### config.mk
export PLATFORM = sky130hd
export DESIGN_NAME = kfi_div
export DESIGN_NICKNAME = d
export VERILOG_FILES = /design/src/rtl/core/kfi_pkg.sv /design/src/rtl/core/kfi_div.sv
export SDC_FILE = /design/constraint.sdc
export NUM_CORES = 1
export LEC_CHECK = 0
export ABC_AREA = 1
export BUFFER_PORTS_ARGS = -buffer_cell sky130_fd_sc_hd__buf_2
export CELL_PAD_IN_SITES_DETAIL_PLACEMENT = 1
export CELL_PAD_IN_SITES_GLOBAL_PLACEMENT = 1
export CORE_AREA = 10 10 120 203
export CTS_CLUSTER_DIAMETER = 120
export CTS_CLUSTER_SIZE = 16
export DETAILED_ROUTE_END_ITERATION = 10
export DIE_AREA = 0 0 130 213
export PLACE_DENSITY_LB_ADDON = 0.1
export SKIP_CTS_REPAIR_TIMING = 1
export SYNTH_ARGS = -nofsm -noshare
export SYNTH_HDL_FRONTEND = slang
export SYNTH_SLANG_ARGS = --single-unit
### constraint.sdc
create_clock -name i_clk -period 3.1 [get_ports i_clk]
set_clock_uncertainty 0.1 [all_clocks]
set_input_delay 0.31 -clock i_clk [delete_from_list [all_inputs] [get_ports i_clk]]
set_output_delay 0.31 -clock i_clk [all_outputs]
set_load 0.01 [all_outputs]
### src/rtl/core/kfi_pkg.sv
// Package: shared types and constants for the keyframe interpolator.
`default_nettype none
package kfi_pkg;
    localparam int MAX_KEYS   = 16;
    localparam int FRAC_BITS  = 16;
    localparam int CNT_W      = $clog2(MAX_KEYS + 1);
    localparam int IDX_W      = $clog2(MAX_KEYS);
    // divider numerator, quotient and lerp product widths
    localparam int NUM_W      = 32 + FRAC_BITS;
    localparam int QUO_W      = FRAC_BITS + 1;
    localparam int PROD_W     = QUO_W + 33;
    localparam int DIV_CNT_W  = $clog2(NUM_W + 1);

    typedef enum logic [1:0] {
        FUNC_CLEAR  = 2'd0,
        FUNC_INSERT = 2'd1,
        FUNC_SET    = 2'd2,
        FUNC_ADD    = 2'd3
    } t_func;

    typedef struct packed {
        logic signed [31:0] t;
        logic signed [31:0] x;
        logic signed [31:0] y;
        logic signed [31:0] r;
    } t_key;

    typedef struct packed {
        logic [1:0]         func;
        logic signed [31:0] time_value;
        logic signed [31:0] key_x;
        logic signed [31:0] key_y;
        logic signed [31:0] key_rotation;
    } t_in;

    typedef struct packed {
        logic signed [31:0] out_x;
        logic signed [31:0] out_y;
        logic signed [31:0] out_rotation;
        logic signed [31:0] total_time;
        logic [4:0]         key_count;
        logic               rejected;
    } t_out;

    // Control broadcast from the sequencer to every cell.
    typedef struct packed {
        logic               clear;
        logic               insert;
        logic               shift;
        logic signed [31:0] ins_time;
    } t_cell_ctl;

    typedef enum logic [2:0] {
        ST_IDLE,
        ST_UPDATE,
        ST_SCAN,
        ST_DIV,
        ST_MUL,
        ST_SUM,
        ST_OUT
    } t_state;
endpackage
`default_nettype wire

### src/rtl/core/kfi_div.sv
// Divider: restoring unsigned division, one quotient bit per cycle.
`default_nettype none
module kfi_div (
    input  wire logic                      i_clk,
    input  wire logic                      i_rst_n,
    input  wire logic                      i_start,
    input  wire logic [kfi_pkg::NUM_W-1:0] i_num,
    input  wire logic [32:0]               i_den,
    output      logic [kfi_pkg::QUO_W-1:0] o_quo,
    output      logic                      o_done
);
    import kfi_pkg::*;
    logic [NUM_W-1:0]     r_num;
    logic [32:0]          r_rem;
    logic [32:0]          r_den;
    logic [DIV_CNT_W-1:0] r_cnt;
    logic                 r_busy;
    logic [33:0]          w_try;
    logic [33:0]          w_sh;

    assign w_sh  = {r_rem, r_num[NUM_W-1]};
    assign w_try = w_sh - {1'b0, r_den};
    assign o_quo = r_num[QUO_W-1:0];
    assign o_done = r_busy && (r_cnt == '0);

    always_ff @(posedge i_clk) begin
        if (!i_rst_n) begin
            r_busy <= 1'b0;
            r_cnt  <= '0;
        end else if (i_start) begin
            r_busy <= 1'b1;
            r_cnt  <= DIV_CNT_W'(NUM_W);
            r_num  <= i_num;
            r_den  <= i_den;
            r_rem  <= '0;
        end else if (r_busy && r_cnt != '0) begin
            r_cnt <= r_cnt - DIV_CNT_W'(1);
            if (!w_try[33]) begin
                r_rem <= w_try[32:0];
                r_num <= {r_num[NUM_W-2:0], 1'b1};
            end else begin
                r_rem <= w_sh[32:0];
                r_num <= {r_num[NUM_W-2:0], 1'b0};
            end
        end else begin
            r_busy <= 1'b0;
        end
    end
endmodule
`default_nettype wire

==> flow_metrics.tcl <==
set metrics [dict create \
    seqPwrFrac_pct 37.3 \
    yosys.area.top_type "edfxtp_1" \
    start_util_pct 38.3 \
    powerDensity_mw_per_mm2 585 \
    grt_pass1_vias 7504 \
    crit_arrival_ps 2820 \
    numPortBuffers 101 \
    drv_slew 0 \
    crit_buf_inv 1 \
    clkPwrFrac_pct 32.4 \
    cts_tree "built" \
    required_ps 3180 \
    placed_cells 1400 \
    cts_num_sinks 121 \
    routabilityCongestion 0.961 \
    slowest_delay_ps 420 \
    worst_slack_ps 361 \
    routed.top_layer "met4" \
    cts_buffer_depth 2 \
    min_period_over_period_pct 88.4 \
    grt_pass1_wl_mm 37.5 \
    synth_edf_count 114 \
    clk_pin_slew_ps 60 \
    syn_inst 1074 \
    die_area_mm2 0.0277 \
    yosysWarnings 0 \
    syn_avg_cell_area_um2 7.44 \
    h-tree-depth 4 \
    fin_cells 1463 \
    core-area_mm2 0.0208 \
    intPower_w 0.00367 \
    p_leak_nw 4.96 \
    synth.distinct_cells 38 \
    yosysMostFrequentCell "nand2_1" \
    ir_drop_uv 330 \
    synthArstFlopShare_pct 0 \
    synth_area_mm2 0.00799 \
    vias 6939 \
    totalWireLength_mm 23.4 \
    p_switching_w 0.00189 \
    placementRows 70 \
    drive_gt1_share_pct 13.5 \
    drt-initial-drc-count 237 \
    grt-ovfl-total 0 \
    vias_per_cell 4.74 \
    root_buffer "clkbuf_16" \
    max-cap-violations 0 \
    finalCriticalPeriod_ps 2740 \
    critPathKind "register to register" \
    cp_max_fo 4 \
    endpoint_kind "register" \
    drtPass1Iterations 4 \
    grt_max_degree 51 \
    area_growth_syn_to_layout_pct 18.9 \
    die_y_um 213 \
    fmax_mhz 365 \
    critPathMostFrequentCell "nand2_1" \
    antenna_found_initial 0 \
    synth_top_area_share_pct 42.9 \
    finalSetupViolations 0 \
    switching_share_pct 34.1 \
    synth-seq-cells 121 \
    fin_area_mm2 0.00950 \
    synthTopCellsByCount "nand2_1, inv_1, edfxtp_1" \
    crit_chain "ha_1, fa_1, inv_1, nand3_1, nand2_1, nand2_1, nand2_1, nand2_1, nand2_1, nand2_1, nand2_1, xor2_1, nor2_2, nor2_1" \
    post-place-ws_ps 358 \
    ys.flop_type "edfxtp_1" \
    tightest_slew_ps 525 \
    post_dp_cell_area_mm2 0.00867 \
    slew_headroom_pct 65.0 \
    insertion_delay_ps 430 \
    wl_met1_mm 8.63 \
    timing.hold.ws_ps 22.3 \
    place_hpwl_mm 18.5 \
    cp-start-kind "register" \
    path_delay_family "simple AND/OR/NAND/NOR gates" \
    ant_nets 0 \
    hp-class "primary input to register" \
    status "completed" \
    grt_usage_pct 17.7 \
    rsz0062_at_grt "false" \
    ys_seq_area_share_pct 44.6 \
    finalHoldViolations 0 \
    io_pins 102 \
    fin_tns_setup_ps 0 \
    cp_slowest_cell "fa_1" \
    synth_fp_nets 1193 \
    met3_length_um 705 \
    wl_per_cell_um 16.0 \
    route.detailed.drc 0 \
    die_w_um 130 \
    nets 1318 \
    numCtsBuffers 17 \
    antennaDiodeCount 0 \
    met2_length_mm 13.3 \
    combPwrFrac_pct 30.3 \
    synth_area_leaders "edfxtp_1, nand2_1, inv_1" \
]
[power groups by stage]
stage	sequential, W	clock, W	combinational [W]
6_report	0.00207	0.00180	0.00169
2_1_floorplan	0.00208	0	0.00122
5_1_grt	0.00209	0.00191	0.00192
3_3_place_gp	0.00210	0	0.00165
4_1_cts	0.00208	0.00184	0.00169
3_5_place_dp	0.00211	0	0.00168
[routing by layer]
layer | vias to the layer above | track usage [%]
met5 | - | 0
met2 | 116 | 34.3
met1 | 3239 | 17.0
li1 | 3540 | -
met3 | 44 | 3.80
met4 | 0 | 7.90
[final timing paths]
| check | startpoint | endpoint | slack (ps) | cells after the start |
|---|---|---|---|---|
| max | r_den[0]$_DFFE_PP_ | r_rem[24]$_SDFFCE_PP0P_ | 360 | 14 |
| min | i_den[19] | r_den[19]$_DFFE_PP_ | 20 | 1 |
| max reg2reg | r_den[0]$_DFFE_PP_ | r_rem[24]$_SDFFCE_PP0P_ | 360 | 14 |
| min reg2reg | r_cnt[0]$_SDFFE_PP0P_ | r_cnt[0]$_SDFFE_PP0P_ | 370 | 2 |
[final cells by class]
class | instances | area [µm²]
clock inverter | 5 | 52.6
multi-input combinational | 728 | 3470
tap | 252 | 315
sequential | 121 | 3560
inverter | 187 | 702
timing repair buffer | 144 | 933
clock buffer | 26 | 459
fill | 2684 | 11300
[placed cells by master (no fill, tap or decap), drive strengths merged, types with 2 or more instances in the layout]
cell type | synthesis | layout
dfxtp | 7 | 7
edfxtp | 114 | 114
dlygate4sd3 | 0 | 32
o21bai | 2 | 2
and2 | 5 | 5
a21oi | 24 | 24
clkinv | 1 | 4
nor2 | 113 | 113
clkbuf | 12 | 26
nand2 | 444 | 444
buf | 26 | 112
nand4 | 5 | 5
nor3 | 5 | 5
o21ai | 6 | 6
nand3b | 7 | 7
inv | 186 | 186
ha | 34 | 34
nand3 | 59 | 59
xor2 | 18 | 18
[logic make-up (layout without fill, tap and decap cells)]
| logic type | count (synthesis) | after routing | share of synthesized area [%] |
|---|---|---|---|
| buffers and inverters | 225 | 362 | 12.0 |
| AND/OR/NAND/NOR | 640 | 640 | 33.5 |
| adder cells (fa/ha/maj) | 35 | 35 | 5.58 |
| XOR/XNOR | 18 | 18 | 1.97 |
| flip-flops | 121 | 121 | 44.6 |
| AO/OA/AOI/OAI | 35 | 35 | 2.35 |
[registers in the layout, summed over array words and instances, names as in the netlist]
| signal | cells |
|---|---|
| r_busy | 1 |
| r_rem | 33 |
| r_den | 33 |
| r_cnt | 6 |
| r_num | 48 |
[per-stage QoR]
stage,util [%],power [W]
finish,45.6,0.00556
floorplan,-,0.00330
CTS,44.0,0.00561
global route,45.6,0.00592
detailed placement,41.6,0.00379
global placement,41.6,0.00375
No activity file was read; power rests on OpenSTA's default activity.
