$ cat src/rtl/core/kfi_pkg.sv
// Package: shared types and constants for the keyframe interpolator.
`default_nettype none
package kfi_pkg;
    localparam int MAX_KEYS   = 16;
    localparam int FRAC_BITS  = 16;
    localparam int CNT_W      = $clog2(MAX_KEYS + 1);
    localparam int IDX_W      = $clog2(MAX_KEYS);
    // divider numerator, quotient and lerp product widths
    localparam int NUM_W      = 32 + FRAC_BITS;
    localparam int QUO_W      = FRAC_BITS + 1;
    localparam int PROD_W     = QUO_W + 33;
    localparam int DIV_CNT_W  = $clog2(NUM_W + 1);

    typedef enum logic [1:0] {
        FUNC_CLEAR  = 2'd0,
        FUNC_INSERT = 2'd1,
        FUNC_SET    = 2'd2,
        FUNC_ADD    = 2'd3
    } t_func;

    typedef struct packed {
        logic signed [31:0] t;
        logic signed [31:0] x;
        logic signed [31:0] y;
        logic signed [31:0] r;
    } t_key;

    typedef struct packed {
        logic [1:0]         func;
        logic signed [31:0] time_value;
        logic signed [31:0] key_x;
        logic signed [31:0] key_y;
        logic signed [31:0] key_rotation;
    } t_in;

    typedef struct packed {
        logic signed [31:0] out_x;
        logic signed [31:0] out_y;
        logic signed [31:0] out_rotation;
        logic signed [31:0] total_time;
        logic [4:0]         key_count;
        logic               rejected;
    } t_out;

    // Control broadcast from the sequencer to every cell.
    typedef struct packed {
        logic               clear;
        logic               insert;
        logic               shift;
        logic signed [31:0] ins_time;
    } t_cell_ctl;

    typedef enum logic [2:0] {
        ST_IDLE,
        ST_UPDATE,
        ST_SCAN,
        ST_DIV,
        ST_MUL,
        ST_SUM,
        ST_OUT
    } t_state;
endpackage
`default_nettype wire

$ cat src/rtl/core/kfi_cell.sv
// Cell: one keyframe slot of the sorted shift chain.
`default_nettype none
module kfi_cell (
    input  wire logic              i_clk,
    input  wire logic              i_rst_n,
    input  wire kfi_pkg::t_cell_ctl i_ctl,
    input  wire kfi_pkg::t_key     i_new,
    input  wire kfi_pkg::t_key     i_prev,
    input  wire logic              i_prev_vld,
    input  wire logic              i_prev_gt,
    output      kfi_pkg::t_key     o_key,
    output      logic              o_vld,
    output      logic              o_gt
);
    import kfi_pkg::*;
    t_key r_key;
    logic r_vld;

    // this entry lies strictly after the new time
    assign o_gt  = r_vld && (r_key.t > i_ctl.ins_time);
    assign o_key = r_key;
    assign o_vld = r_vld;

    always_ff @(posedge i_clk) begin
        if (!i_rst_n || i_ctl.clear) begin
            r_vld <= 1'b0;
        end else if (i_ctl.insert) begin
            if (o_gt) begin
                r_vld <= 1'b1;
                r_key <= i_prev_gt ? i_prev : i_new;
            end else if (!r_vld && (i_prev_vld || i_prev_gt)) begin
                // first empty slot takes the new key or the shifted one
                r_vld <= 1'b1;
                r_key <= i_prev_gt ? i_prev : i_new;
            end
        end
    end
endmodule
`default_nettype wire

$ cat config.mk
export PLATFORM = sky130hd
export DESIGN_NAME = kfi_cell
export DESIGN_NICKNAME = d
export VERILOG_FILES = /design/src/rtl/core/kfi_pkg.sv /design/src/rtl/core/kfi_cell.sv
export SDC_FILE = /design/constraint.sdc
export NUM_CORES = 1
export LEC_CHECK = 0
export ABC_CLOCK_PERIOD_IN_PS = 25200
export BUFFER_PORTS_ARGS = -buffer_cell sky130_fd_sc_hd__buf_4
export CORE_AREA = 2 2 166 168
export CTS_CLUSTER_DIAMETER = 30
export DETAILED_ROUTE_END_ITERATION = 7
export DIE_AREA = 0 0 168 170
export HOLD_SLACK_MARGIN = 0.1
export PLACE_DENSITY_LB_ADDON = 0.05
export REMOVE_ABC_BUFFERS = 1
export SYNTH_ARGS = -nofsm -noshare
export SYNTH_HDL_FRONTEND = slang
export SYNTH_SLANG_ARGS = --single-unit
$ cat constraint.sdc
create_clock -name i_clk -period 25.2 [get_ports i_clk]
set_input_delay 3.78 -clock i_clk [delete_from_list [all_inputs] [get_ports i_clk]]
set_output_delay 3.78 -clock i_clk [all_outputs]
set_load 0.02 [all_outputs]
==> results of run 1 <==
-- layer usage --
layer,vias to the layer above,global-route usage (%),wire [um]
li1,2378,-,-
met1,2285,14.4,7130
met2,249,26.5,11300
met3,14,6.56,2260
met4,0,3.93,259
met5,-,0,0
-- worst max-delay path, stage by stage --
cell     delay (ns)
buf_4          0.08
inv_1          0.03
ha_1           0.33
nand4_1        0.15
nor2_1         0.09
a221o_1        0.32
o31a_1         0.32
or4b_4         0.55
nand2_1        0.10
buf_4          0.15
-- cell usage in the layout, fill, tap and decap left out, types with 5 or more instances in the layout --
cell         n
a21oi_1     13
buf_4      427
clkbuf_16   17
edfxtp_1   128
ha_1        32
inv_1       34
mux2_2     128
nand2_1      7
nand4_1      8
o21ai_0      5
-- sequential cells by signal (all words and copies together), names as in the netlist --
signal and count:
o_vld 1, o_key 128
-- cell type report --
type                            instances  area share, %
Sequential cell                       129           37.0
Timing Repair Buffer                  427           30.7
Multi-Input combinational cell        217           21.0
Clock buffer                           18           4.11
Tap cell                              341           4.09
Clock inverter                         14           1.85
Inverter                               34           1.22
-- final timing paths --
| check | startpoint | to | slack [ns] | depth (start not counted) |
|---|---|---|---|---|
| hold reg to reg | o_vld | o_vld | 0.50 | 2 |
| setup reg to reg | o_key[110] | o_key[28] | 20.34 | 9 |
| hold / removal | o_vld | o_vld | 0.50 | 2 |
| setup / recovery | i_ctl[14] | o_gt | 15.52 | 10 |
-- through the flow --
| step | cell area [sq um] | worst slack, ns | std cells | power, mW | hold WS, ns |
|---|---|---|---|---|---|
| 6_report | 10400 | 15.52 | 1180 | 0.599 | 0.502 |
| 5_1_grt | 10400 | 15.44 | 1180 | 0.625 | 0.541 |
| 4_1_cts | 10400 | 15.50 | 1180 | 0.610 | 0.506 |
| 3_5_place_dp | 9810 | 15.50 | 1148 | 0.339 | 0.495 |
| 3_3_place_gp | 9810 | 15.52 | 1148 | 0.338 | 0.485 |
| 2_1_floorplan | 6170 | 13.68 | 380 | 0.286 | 0.558 |
-- where the power goes --
| part | switching (mW) | total, mW | internal [mW] |
|---|---|---|---|
| clock | 0.106 | 0.266 | 0.160 |
| combinational | 0.0325 | 0.0860 | 0.0535 |
| sequential | 0.00202 | 0.247 | 0.245 |
| total | 0.141 | 0.599 | 0.458 |
-- cell families after synthesis --
family	count (synthesis)	synth area share [%]
AOI/OAI and AO/OA	30	3.10
and+or+nand+nor	27	2.31
DFF	129	62.1
buffers and inverters	48	2.90
adders and majority gates	32	6.43
muxes	128	23.2
==> flow_summary_export.csv, run 1 <==
group,metric,value,unit
sta,tightest_slew,0.981,ns
synthesis,synth.top_cell.area_share,61.8,%
synthesis,syn-cell-area,6220,sq um
status,status,"completed",
floorplan,die_area,28600,sq um
synthesis,ys_ff_latch,129,
layout,area_growth,67.7,%
synthesis,synth_seq_area_share,62.1,%
power_and_ir_drop,p_leak,4.55,nW
global_route,overflow,0,
placed_design,io_buffers,423,
floorplan,io_pins,425,
min_path,hp-class,"reg2reg",
critical_path,worst-setup-path-type,"in2out",
layout,nFillCells,2573,
layout,layout-drive-gt1-share,70.2,%
critical_path,cp_max_fo,3,
drt,antenna_left,0,
synthesis,synth_cell_types,28,
global_route,grt_max_degree,73,
drt,wire_per_inst,17.8,um
synthesis,synth.yosys.warnings,0,
synthesis,avgSynthCellArea,15.8,sq um
run,max_cap_viol_count,0,
drt,dr.first_iter.drc_count,166,
synthesis,synth_largest_area_cell,"edfxtp_1",
floorplan,rows,60,
sta,finalHoldViolCount,0,
global_route,antenna_found_initial,0,
cts,cts_tree,"yes",
layout,nets,1153,
cts,clock_latency,0.42,ns
sta,post-route-period-util,38.4,%
cts,hold_buffers,0,
sta,slew_viol_final,0,
floorplan,core_area,26700,sq um
sta,grt_setup_unrepaired,"false",
drt,wirelength,21.0,mm
floorplan,die_h,170,um
cts,clock_sinks,129,
sta,finalSetupViolCount,0,
layout,num_antenna_cells,0,
cts,cts_buffers,17,
drt,route.detailed.drc,0,
global_route,track_usage,14.3,%
synthesis,synth_cells,394,
placed_design,dp_hpwl,16.5,mm
cts,cts_root_buf,"clkbuf_16",
synthesis,synth-async-reset-ratio,0,%
cts,postCtsSetupBuffers,0,
sta,min_period,9.68,ns
critical_path,cp.arrival,5.90,ns
floorplan,die_width,168,um
synthesis,synth_edf_count,128,
critical_path,crit_path_end_kind,"primary output",
critical_path,critPathRequiredTime,21.42,ns
placed_design,gp_congestion,0.729,
sta,finClkSkew,0.0167,ns
layout,fin_util,39.2,%
cts,clk_path_buf_depth,2,
drt,vias,4926,
drt,routed_via_density,4.17,
synthesis,synth_commonest_cells,"edfxtp_1 (128), mux2_2 (128), inv_1 (34)",
global_route,grt_pass1_vias,5202,
synthesis,ys.flop_type,"edfxtp_1",
critical_path,start_kind,"input port",
global_route,grt_pass1_wl,30.3,mm
power_and_ir_drop,peakVddDrop,38.3,uV
drt,first_pass_iters,4,
synthesis,synth_area_leaders,"edfxtp_1 (62%), mux2_2 (23%), ha_1 (6.4%), inv_1 (2.1%), a21oi_1 (1.0%)",
power_and_ir_drop,power.density,57.4,nW/um^2
sta,tns,0,ns
sta,fmax,103,MHz
sta,maxSlewHeadroom,34.6,%
floorplan,start_util,23.3,%
cts,cts_resized,0,
cts,path_clk_slew,0.07,ns
layout,multi_input_area,2190,sq um
layout,seq_area,3860,sq um
cts,cts_max_level,4,
Power figures use the tool's default switching activity.
==> run 2, diff against run 1 <==
Settings changed: ABC_CLOCK_PERIOD_IN_PS 25200 to 9400, CORE_AREA 2 2 166 168 to 2 2 167 169, DIE_AREA 0 0 168 170 to 0 0 169 171.
Clock period 25.2 ns to 9.4 ns, I/O delays scaled along.
==> flow_summary_export.csv, run 2 (synthesis results as in run 1) <==
group,metric,value,unit
cts,clock_latency,0.42,ns
layout,largest_register_ffs,128,
run,max_cap_viol_count,0,
power_and_ir_drop,comb_power_share,14.8,%
critical_path,r2r-start,"o_key[110]",
floorplan,io_pins,425,
floorplan,start_util,22.8,%
critical_path,cp-endpoint,"o_gt",
sta,post-route-period-util,52.5,%
floorplan,die_area,28900,sq um
layout,layout-drive-gt1-share,70.2,%
power_and_ir_drop,p_seq_share,42.6,%
drt,wire_per_inst,17.5,um
status,status,"completed",
floorplan,die_h,171,um
sta,grt_setup_unrepaired,"false",
cts,clock_sinks,129,
critical_path,crit_start,"i_ctl[14]",
critical_path,critPathRequiredTime,7.99,ns
floorplan,rows,61,
global_route,overflow,0,
sta,finClkSkew,0.0163,ns
drt,dr.first_iter.drc_count,188,
drt,wirelength,20.7,mm
power_and_ir_drop,clkPwrFrac,42.6,%
global_route,grt_max_degree,77,
power_and_ir_drop,peakVddDrop,103,uV
critical_path,worst-setup-path-type,"in2out",
critical_path,start_kind,"input port",
cts,clk_path_buf_depth,2,
floorplan,core_area,27300,sq um
layout,area_growth,66.9,%
sta,slew_viol_final,0,
drt,first_pass_iters,4,
placed_design,gp_congestion,0.725,
global_route,grt_pass1_vias,5224,
power_and_ir_drop,switchingPower,0.381,mW
cts,cts_root_buf,"clkbuf_16",
critical_path,cp_max_fo,3,
critical_path,crit_path_end_kind,"primary output",
global_route,antenna_found_initial,0,
cts,hold_buffers,0,
critical_path,rr_endpoint,"o_key[67]",
cts,path_clk_slew,0.05,ns
min_path,hp-class,"reg2reg",
floorplan,die_width,169,um
cts,cts_resized,0,
power_and_ir_drop,p_leak,4.51,nW
drt,antenna_left,0,
drt,vias,4882,
sta,tightest_slew,1.06,ns
power_and_ir_drop,switching_share,24.5,%
cts,cts_tree,"yes",
power_and_ir_drop,p_int,1.17,mW
drt,route.detailed.drc,0,
placed_design,dp_worst_setup_slack,4.45,ns
global_route,grt_pass1_wl,29.1,mm
power_and_ir_drop,power.density,150,nW/um^2
cts,postCtsSetupBuffers,0,
sta,finalHoldViolCount,0,
sta,setup_ws,4.47,ns
placed_design,io_buffers,423,
critical_path,r2r_slack,5.72,ns
critical_path,cp.arrival,3.52,ns
global_route,track_usage,13.6,%
layout,layout_commonest_cell,"buf_4",
sta,maxSlewHeadroom,29.4,%
layout,fin_util,38.0,%
sta,tns,0,ns
layout,num_antenna_cells,0,
min_path,min-delay-start,"o_vld",
cts,cts_buffers,17,
drt,routed_via_density,4.12,
placed_design,dp_hpwl,16.2,mm
sta,min_period,4.93,ns
layout,mostFrequentLayoutCells,"buf_4 (426), mux2_2 (128), edfxtp_1 (128)",
cts,cts_max_level,4,
layout,nets,1152,
sta,fmax,203,MHz
sta,finalSetupViolCount,0,
critical_path,worst-r2r-cell-count,8,
==> run 2: changes by cell type in the layout (fill, tap and decap cells not counted), sizes merged <==
cell | previous run | this run
clkinv | 0 | 1
bufinv | 3 | 1
clkinvlp | 3 | 4
buf | 427 | 426
==> run 2: power groups by stage <==
| stage | sequential (mW) | combinational [mW] | clock, mW |
|---|---|---|---|
| floorplan | 0.696 | 0.0710 | 0 |
| global placement | 0.674 | 0.230 | 0 |
| detailed placement | 0.674 | 0.233 | 0 |
| CTS | 0.662 | 0.234 | 0.687 |
| global route | 0.663 | 0.250 | 0.711 |
| finish | 0.662 | 0.230 | 0.663 |
==> run 2: worst max-delay path, stage by stage <==
cell	delay [ns]
buf_4	0.08
inv_1	0.03
ha_1	0.32
nand4_1	0.16
nor2_1	0.09
a221o_1	0.33
o31a_1	0.32
or4b_4	0.54
nand2_1	0.10
buf_4	0.15
==> run 2: final cells by class <==
cell class	count	area, sq um
fillers	2670	16900
clock inverters	14	144
multi-input cells	217	2190
flip-flops and latches	129	3860
well taps	346	433
repair buffers	426	3200
clock buffers	18	429
inverters	34	128
==> run 2: layer usage <==
layer  wire, um  global-route usage (%)
met1       7290                    13.8
met2      11000                    25.2
met3       2170                    6.38
met4        212                    3.64
met5          0                       0
==> run 2: worst min-delay path by stage <==
| stage | cells after the start | end | slack (ns) |
|---|---|---|---|
| 2_1_floorplan | 2 | o_vld | 0.56 |
| 3_3_place_gp | 2 | o_vld | 0.48 |
| 3_5_place_dp | 2 | o_vld | 0.51 |
| 4_1_cts | 2 | o_vld | 0.52 |
| 5_1_grt | 2 | o_vld | 0.54 |
| 6_report | 2 | o_vld | 0.51 |
==> run 2: metrics by stage <==
step / total power, mW / cell area (sq um) / hold WS, ns / instances
after floorplan: 0.768 / 6170 / 0.558 / 380
after global placement: 0.904 / 9810 / 0.484 / 1152
after detailed placement: 0.908 / 9810 / 0.509 / 1152
after CTS: 1.58 / 10400 / 0.516 / 1184
after global routing: 1.62 / 10400 / 0.542 / 1184
final: 1.55 / 10400 / 0.511 / 1184
==> run 3, diff against run 2 <==
Settings changed: ABC_AREA from default to 1, ABC_CLOCK_PERIOD_IN_PS 9400 to 5100, CORE_AREA 2 2 167 169 to 2 2 164 166, DIE_AREA 0 0 169 171 to 0 0 166 168.
Clock period 9.4 ns to 5.1 ns, I/O delays scaled along.
==> flow_summary_export.csv, run 3 <==
group,metric,value,unit
status,status,"completed",
synthesis,ys_ff_latch,129,
placed_design,io_buffers,423,
global_route,grt_max_degree,129,
global_route,overflow,0,
floorplan,io_pins,425,
layout,area_growth,66.4,%
global_route,track_usage,14.5,%
critical_path,critPathRequiredTime,5.17,ns
global_route,top_usage_layer,"met2",
synthesis,ys.flop_type,"edfxtp_1",
global_route,grt_pass1_vias,5460,
floorplan,die_h,168,um
synthesis,synth_cell_types,22,
min_path,min_to,"o_vld",
critical_path,crit_slowest_cell,"inv_4",
sta,post-route-period-util,60.9,%
drt,antenna_left,0,
synthesis,synth.top_cell.area_share,60.8,%
global_route,grtUsageMet1,15.4,%
sta,slew_viol_final,0,
synthesis,synth_seq_area_share,61.1,%
cts,clock_sinks,129,
layout,mostFrequentLayoutCells,"buf_4 (424), mux2_1 (128), edfxtp_1 (128)",
sta,finalSetupViolCount,0,
critical_path,r2r_slack,2.04,ns
synthesis,synth.yosys.warnings,0,
critical_path,crit_top_cell,"nand2_1",
drt,wire_per_inst,16.8,um
critical_path,cp_cell_sequence,"buf_4, inv_1, ha_1, a21oi_1, nand2_1, a21oi_1, nand2_1, nand2_1, nand2_1, nand2_1, nand3_2, nand2_1, nand2_1, inv_4, buf_4",
floorplan,die_area,27900,sq um
cts,path_clk_slew,0.06,ns
power_and_ir_drop,peakVddDrop,142,uV
critical_path,worst-r2r-cell-count,14,
synthesis,synth_commonest_cells,"edfxtp_1 (128), mux2_1 (128), nand2_1 (42)",
synthesis,synth_largest_area_cell,"edfxtp_1",
cts,cts_tree,"yes",
placed_design,gp_congestion,0.754,
layout,layout_commonest_cell,"buf_4",
critical_path,start_kind,"input port",
sta,finClkSkew,0.0174,ns
cts,cts_max_level,4,
critical_path,max_stage_delay,0.50,ns
drt,dr.first_iter.drc_count,190,
global_route,grt_use_met3,6.18,%
global_route,use_met2,25.8,%
sta,finalHoldViolCount,0,
min_path,hp-class,"reg2reg",
critical_path,cp_max_fo,50,
synthesis,synth_area_leaders,"edfxtp_1 (61%), mux2_1 (23%), ha_1 (6.3%), nand2_1 (2.5%), inv_1 (2.4%)",
critical_path,cp.arrival,3.17,ns
cts,clk_path_buf_depth,2,
placed_design,dp_hpwl,16.0,mm
layout,fin_util,39.9,%
synthesis,synth_cells,429,
power_and_ir_drop,p_total,2.95,mW
min_path,min_path_cells,2,
critical_path,worst-setup-path-type,"in2reg",
global_route,antenna_found_initial,0,
cts,cts_root_buf,"clkbuf_16",
synthesis,avgSynthCellArea,14.7,sq um
drt,routed_via_density,4.06,
power_and_ir_drop,power.density,280,nW/um^2
drt,wirelength,20.4,mm
synthesis,syn-cell-area,6320,sq um
layout,num_antenna_cells,0,
cts,cts_resized,0,
run,max_cap_viol_count,0,
floorplan,core_area,26400,sq um
drt,first_pass_iters,4,
critical_path,crit_path_end_kind,"flip-flop",
cts,clock_latency,0.42,ns
min_path,min-delay-start,"o_vld",
floorplan,die_width,166,um
cts,postCtsSetupBuffers,0,
layout,nets,1187,
layout,fin_cells,1214,
drt,route.detailed.drc,0,
cts,cts_buffers,17,
sta,min_period,3.10,ns
sta,maxSlewHeadroom,46.9,%
sta,grt_setup_unrepaired,"false",
placed_design,dp_cells,1182,
power_and_ir_drop,p_leak,4.70,nW
synthesis,synth-async-reset-ratio,0,%
critical_path,rr_endpoint,"o_key[112]",
sta,tightest_slew,0.797,ns
critical_path,r2r-start,"o_key[110]",
global_route,grt_pass1_wl,30.6,mm
floorplan,rows,60,
sta,setup_ws,2.00,ns
cts,hold_buffers,0,
drt,vias,4923,
synthesis,synth_edf_count,128,
floorplan,start_util,24.0,%
layout,layout-drive-gt1-share,53.6,%
sta,fmax,322,MHz
sta,tns,0,ns
placed_design,dp_worst_setup_slack,1.52,ns
layout,largest_register_ffs,128,
-- run 3: cell types whose count changed in the layout (fill, tap and decap cells not counted), moves of 3 or more --
| cell | before | now |
|---|---|---|
| mux2_2 | 128 | 0 |
| inv_1 | 34 | 39 |
| nand2_1 | 7 | 42 |
| nor2_1 | 4 | 9 |
| mux2_1 | 0 | 128 |
| nand4_1 | 8 | 1 |
| o211ai_1 | 3 | 0 |
| inv_2 | 0 | 4 |
-- run 3: report_power, final --
group / switching [mW] / total [mW] / internal (mW)
sequential: 0.00988 / 1.22 / 1.21
clock: 0.526 / 1.31 / 0.788
combinational: 0.166 / 0.413 / 0.247
-- run 3: kinds of logic (layout without fill, tap and decap cells) --
| kind of cell | after synthesis | count (layout) | synth area share [%] |
|---|---|---|---|
| flops | 129 | 129 | 61.1 |
| buf+inv | 60 | 504 | 3.94 |
| compound gates | 21 | 21 | 1.84 |
| simple gates | 59 | 59 | 3.94 |
| mux | 128 | 128 | 22.8 |
| fa+ha+maj | 32 | 32 | 6.34 |
-- run 3: how the worst max path moves through the flow --
stage	cells after the start	to	startpoint	slack, ns
2_1_floorplan	12	o_key[0]	i_ctl[31]	0.32
3_3_place_gp	17	o_key[19]	i_ctl[9]	1.54
3_5_place_dp	15	o_key[5]	i_ctl[11]	1.52
4_1_cts	15	o_key[49]	i_ctl[11]	1.95
5_1_grt	14	o_key[114]	o_key[110]	1.71
6_report	15	o_key[112]	i_ctl[11]	2.00
-- run 3: worst max-delay path: cells and delay by family --
kind | cells | cell delay (ns)
AOI/OAI and AO/OA | 2 | 0.35
buffers and inverters | 4 | 1.08
and+or+nand+nor | 8 | 0.60
adders and majority gates | 1 | 0.31
-- run 3: per-stage QoR --
step	area, sq um	hold WS, ns
2_1_floorplan	6240	0.542
3_3_place_gp	9900	0.474
3_5_place_dp	9900	0.478
4_1_cts	10500	0.488
5_1_grt	10500	0.548
6_report	10500	0.487
-- run 3: cell type report --
cell class              count  area (sq um)
multi-input cells         240          2210
inverters                  46           175
well taps                 341           427
repair buffers            426          3220
clock buffers              18           429
clock inverters            14           191
flip-flops and latches    129          3860
fillers                  2555         15800
-- run 3: per-layer routing --
layer / wire length (um) / vias up
met5: 0 / -
met4: 437 / 0
met3: 1900 / 20
met2: 10500 / 246
met1: 7620 / 2233
li1: - / 2424
